[src/fhfe_pkg.sv]
`default_nettype none

package fhfe_pkg;

    // Default field limits, handed to the top level parameters.
    localparam int DEF_MAX_WIDTH  = 256;
    localparam int DEF_MAX_HEIGHT = 256;

    // Command codes of an input transaction.
    localparam logic [1:0] CMD_SET    = 2'd0;
    localparam logic [1:0] CMD_SPREAD = 2'd1;
    localparam logic [1:0] CMD_READ   = 2'd2;

    // Configuration register indexes.
    localparam logic [1:0] REG_FIELD_WIDTH  = 2'd0;
    localparam logic [1:0] REG_FIELD_HEIGHT = 2'd1;
    localparam logic [1:0] REG_RENDER_HEAT  = 2'd2;
    localparam logic [1:0] REG_RISING_MODE  = 2'd3;

    // Register reset values.
    localparam logic [8:0] RST_FIELD_WIDTH  = 9'd256;
    localparam logic [8:0] RST_FIELD_HEIGHT = 9'd256;
    localparam logic [7:0] RST_RENDER_HEAT  = 8'd255;
    localparam logic       RST_RISING_MODE  = 1'b1;

    // Offset subtracted before the fade shift.
    localparam logic [12:0] FADE_BIAS = 13'd239;

    // Handshake flags between the spread walker and the top level.
    typedef struct packed {
        logic busy;
        logic rd_en;
        logic wr_en;
        logic done;
    } t_walk_ctrl;

    // Fade curve: min(255, max(0, 4*sum + heat - 239) >> 4).
    function automatic logic [7:0] fade(input logic [9:0] sum, input logic [7:0] heat);
        logic [12:0] v;
        logic [12:0] d;
        logic [8:0]  q;
        v = {1'b0, sum, 2'b00} + {5'd0, heat};
        d = v - FADE_BIAS;
        q = d[12:4];
        if (v < FADE_BIAS) begin
            fade = 8'd0;
        end else if (q[8]) begin
            fade = 8'hFF;
        end else begin
            fade = q[7:0];
        end
    endfunction

endpackage

`default_nettype wire

[src/fhfe_walker.sv]
`default_nettype none

module fhfe_walker
    import fhfe_pkg::*;
#(
    parameter int XW = 8,
    parameter int YW = 8
) (
    input  wire logic              i_clk,
    input  wire logic              i_rst_n,
    input  wire logic              i_start,
    input  wire logic              i_src_bank,
    input  wire logic [XW-1:0]     i_wm1,
    input  wire logic [YW-1:0]     i_hm1,
    input  wire logic              i_rising,
    input  wire logic [7:0]        i_render_heat,
    input  wire logic [7:0]        i_rd_data,
    output t_walk_ctrl             o_ctrl,
    output logic [XW+YW:0]         o_rd_addr,
    output logic [XW+YW:0]         o_wr_addr,
    output logic [7:0]             o_wr_data
);

    typedef enum logic [2:0] {
        W_IDLE,
        W_RD0,
        W_RD1,
        W_RD2,
        W_RD3,
        W_WR
    } t_wstate;

    t_wstate        r_state;
    logic [XW-1:0]  r_x;
    logic [YW-1:0]  r_y;
    logic [YW-1:0]  r_row;
    logic [YW-1:0]  r_low;
    logic [9:0]     r_sum;

    logic [XW-1:0]  xl;
    logic [XW-1:0]  xr;
    logic [YW-1:0]  row_init;
    logic [YW-1:0]  low_next;
    logic           last_pixel;

    // Wrapped neighbor columns of the current pixel.
    assign xl = (r_x == '0) ? i_wm1 : r_x - XW'(1);
    assign xr = (r_x == i_wm1) ? '0 : r_x + XW'(1);

    // First upper source row: one if rising, else zero; zero on a one-row field.
    assign row_init = (i_rising && (i_hm1 != '0)) ? YW'(1) : '0;
    assign low_next = (r_low == i_hm1) ? '0 : r_low + YW'(1);

    assign last_pixel = (r_x == i_wm1) && (r_y == i_hm1);

    // Read address for each of the four taps.
    always_comb begin
        case (r_state)
            W_RD0:   o_rd_addr = {i_src_bank, r_row, xl};
            W_RD1:   o_rd_addr = {i_src_bank, r_row, r_x};
            W_RD2:   o_rd_addr = {i_src_bank, r_row, xr};
            W_RD3:   o_rd_addr = {i_src_bank, r_low, r_x};
            default: o_rd_addr = {i_src_bank, r_row, r_x};
        endcase
    end

    assign o_wr_addr = {~i_src_bank, r_y, r_x};
    assign o_wr_data = fade(r_sum + 10'(i_rd_data), i_render_heat);

    assign o_ctrl.busy  = (r_state != W_IDLE);
    assign o_ctrl.rd_en = (r_state == W_RD0) || (r_state == W_RD1) ||
                          (r_state == W_RD2) || (r_state == W_RD3);
    assign o_ctrl.wr_en = (r_state == W_WR);
    assign o_ctrl.done  = (r_state == W_WR) && last_pixel;

    // Sequencer: four reads into the shared accumulator, then one write per pixel.
    always_ff @(posedge i_clk) begin
        if (!i_rst_n) begin
            r_state <= W_IDLE;
        end else begin
            case (r_state)
                W_IDLE: begin
                    if (i_start) begin
                        r_x     <= '0;
                        r_y     <= '0;
                        r_row   <= row_init;
                        r_low   <= (row_init == i_hm1) ? '0 : row_init + YW'(1);
                        r_state <= W_RD0;
                    end
                end
                W_RD0: begin
                    r_state <= W_RD1;
                end
                W_RD1: begin
                    r_sum   <= 10'(i_rd_data);
                    r_state <= W_RD2;
                end
                W_RD2: begin
                    r_sum   <= r_sum + 10'(i_rd_data);
                    r_state <= W_RD3;
                end
                W_RD3: begin
                    r_sum   <= r_sum + 10'(i_rd_data);
                    r_state <= W_WR;
                end
                W_WR: begin
                    if (last_pixel) begin
                        r_state <= W_IDLE;
                    end else begin
                        r_state <= W_RD0;
                        if (r_x == i_wm1) begin
                            r_x   <= '0;
                            r_y   <= r_y + YW'(1);
                            r_row <= r_low;
                            r_low <= low_next;
                        end else begin
                            r_x <= r_x + XW'(1);
                        end
                    end
                end
                default: begin
                    r_state <= W_IDLE;
                end
            endcase
        end
    end

endmodule

`default_nettype wire

[config.mk]
export PLATFORM = sky130hd
export DESIGN_NAME = fhfe_walker
export DESIGN_NICKNAME = d
export VERILOG_FILES = /design/src/fhfe_pkg.sv /design/src/fhfe_walker.sv
export SDC_FILE = /design/constraint.sdc
export NUM_CORES = 1
export LEC_CHECK = 0
export BUFFER_PORTS_ARGS = -buffer_cell sky130_fd_sc_hd__clkbuf_2
export CAP_MARGIN = 20
export CORE_MARGIN = 5
export CORE_UTILIZATION = 40
export DETAILED_ROUTE_END_ITERATION = 16
export GPL_ROUTABILITY_DRIVEN = 0
export RECOVER_POWER = 100
export SLEW_MARGIN = 20
export SYNTH_ARGS = -nofsm -noshare
export SYNTH_HDL_FRONTEND = slang
export SYNTH_SLANG_ARGS = --single-unit
[constraint.sdc]
create_clock -name i_clk -period 10.4 [get_ports i_clk]
set_input_delay 0.52 -clock i_clk [delete_from_list [all_inputs] [get_ports i_clk]]
set_output_delay 0.52 -clock i_clk [all_outputs]
set_load 0.1 [all_outputs]
==> metrics <==
outcome=finished with violations; failing checks=capacitance limit, slew limit; final setup vio count=0; worst vdd ir=239.5 uV; H-tree depth=2; pwr dens=179.1 nW/um^2; dpl cells=627; worst hold slack=0.4848 ns; clk buf depth=2; normalized max-slew margin=-0.02584; post-synth cell types=70; number of setup buffers added after CTS=0; DR vias/cell=5.329; Post-DRT Antenna Nets=0; layout cells sized above 1=0.1633; post-synthesis adder-cell area fraction=0.06606; first-pass GRT wire length=15680 um; Initial Util=0.4108; Hold Vio Cnt, Final=0; Worst setup SP type=input pin; hold buffer count at cts=0; Final #Nets=558; GRT Total Usage=0.1602; total grt overflow=0; yosys warns=0; hpwl dp=7530 um; initial antenna violation count=0; Worst path slowest cell=clkbuf_1; largest net degree at the start of global routing=25; net count after synthesis=484; CP max stage delay=0.88 ns; Total Neg Setup Slack=0 ns; max cap viols=1; largest cells by area after synthesis=edfxtp_1 (31%), xnor2_1 (9.2%), ha_1 (5.6%); Max Used Layer=met4; fmax=192.3 MHz; Die Wd=110.2 um; mux share of post-synthesis cell area=0.04892; met3 WL=475 um; largest family of logic cells by synthesized area=simple AND/OR/NAND/NOR gates; register area share after synthesis=0.3291; Synth top area share=0.3141; Clock Pin Slew Worst Setup and Hold Paths=0.08 ns; post-route minimum period=5.201 ns; setup ws final=5.199 ns; WP data required=9.88 ns; worst path arrival time=4.68 ns; Area growth syn-to-layout=12.81%; Post-route DRC=0; DRT iter0 DRCs=174; Clock Latency Late Sink=0.29 ns; Synth Area per Inst=9.403 sq um; simple-gate share of the synthesized area=0.2057; Syn Inst Count=427; Post-DP Area=4539 sq um; crit path max fanout=8; post-synthesis cell area=4015 sq um; final core occ=0.4634; core region area=9774 sq um; post-synthesis cell type with the largest combined area=edfxtp_1; Async SR Flop Fraction=0; PostCTS Resize Cnt=0; Post-Route WL=9634 um; Yosys reg bits=45; drt first pass iters=4; Layout Skew=0.007292 ns; Tightest Pin Transition=1.538 ns; DR WL/cell=15.17 um; crit path cell chain=clkbuf_2, ha_1, inv_1, fa_1, nand2b_1, nand2_1, a21oi_1, xnor2_1, ha_1, and2_1, a311o_1, a21oi_4, nor4b_4, and2_4, o21ai_4, nand2_1, a21oi_1, clkbuf_1; Buffers & Inverters on Critical Path=3; hold crit path type=in2reg; CTS tree=yes; post-route cell area=4529 sq um; routed length on met2=4619 um; clock sinks=45; dpl ws=5.532 ns; number of global-route vias before repair=3330; Compound-Gate Fraction of Synth Area=0.1826; Non-Filler Instances=635; io pins=83; num rows=36; crit end category=primary output; Power Total=0.8111 mW; EDFF count, synth=42; DR vias=3384; Synth Area in XOR/XNOR=0.1377; WL met1=4465 um; Port Buf Inserts=82; max-slew violation count=25; Die Ht=110.2 um; final period utilization=0.5001; cell family with most CP delay=compound AO/OA/AOI/OAI gates; CTS Root Cell=clkbuf_8; unrepaired setup endpoints after global routing=false; Setup Crit Path Kind=in2out; LEAKAGE=1.659 nW; CTS buffer count=5; ANT cells=0; Main synth FF type=edfxtp_1; die area=12140 sq um
-- placed cells by master (no fill, tap or decap), types with 3 or more instances in the layout --
cell,instances
a211oi_1,4
a21o_1,5
a21oi_1,27
a311oi_1,3
a31oi_1,3
and2_0,4
and2_1,8
and3_1,8
clkbuf_1,47
clkbuf_2,36
clkbuf_8,5
dfxtp_1,3
edfxtp_1,42
ha_1,18
inv_1,13
mux2_2,14
nand2_1,27
nand2b_1,4
nand3_1,10
nand3b_1,3
nand4_1,7
nor2_1,38
nor2b_1,5
nor3_1,15
nor4_1,3
o211a_1,3
o21a_1,7
o21ai_0,24
xnor2_1,43
xor2_1,18
-- layer usage --
layer,up-vias,global-route usage
met5,-,0
met3,6,0.03087
met2,72,0.2803
met1,1594,0.2052
met4,0,0.03518
li1,1712,-
-- worst min-delay path, cell delays in order --
cell      delay (ns)
clkbuf_2        0.12
nand2_1         0.06
a21oi_1         0.03
-- power breakdown --
group / total [mW] / internal (mW) / switching [mW]
clock: 0.103 / 0.0453 / 0.0579
combinational: 0.481 / 0.108 / 0.373
sequential: 0.227 / 0.211 / 0.0164
total: 0.811 / 0.364 / 0.448
-- path summary, 6_finish.rpt --
path | startpoint | endpoint | slack, ns | cells after the start
hold / removal | i_rst_n | r_state[0] | 0.48 | 3
hold reg to reg | r_state[0] | r_state[0] | 0.57 | 1
setup / recovery | i_rd_data[0] | o_wr_data[3] | 5.20 | 18
setup reg to reg | r_state[1] | r_low[3] | 6.96 | 5
-- synth_stat cells, types with 3 or more instances --
master,count
a211oi_1,4
a21o_1,5
a21oi_1,27
a311oi_1,3
a31oi_1,3
and2_1,12
and3_1,8
clkbuf_1,14
dfxtp_1,3
edfxtp_1,42
ha_1,18
inv_1,13
mux2_2,14
nand2_1,27
nand2b_1,4
nand3_1,10
nand3b_1,3
nand4_1,7
nor2_1,38
nor2b_1,5
nor3_1,14
nor4_1,3
o211a_1,3
o21a_1,7
o21ai_0,23
xnor2_1,42
xor2_1,18
-- cell type report --
cell class	count	area [sq um]
multi-input combinational	351	2544
sequential	45	1321
timing repair buffer	84	364.1
clock buffer	5	68.82
tap	133	166.4
fill	987	5245
inverter	14	52.55
clock inverter	3	12.51
-- logic make-up after synthesis --
kind of cell,Yosys count
XOR/XNOR,61
buffers and inverters,31
AO/OA/AOI/OAI,103
AND/OR/NAND/NOR,150
multiplexers,17
adder cells (fa/ha/maj),20
flip-flops,45
-- sequential cells by signal, summed over array words and instances (netlist names) --
signal / count
r_row: 8
r_x: 8
r_y: 8
r_sum: 10
r_state: 3
r_low: 8
(Power assumes the default switching activity.)
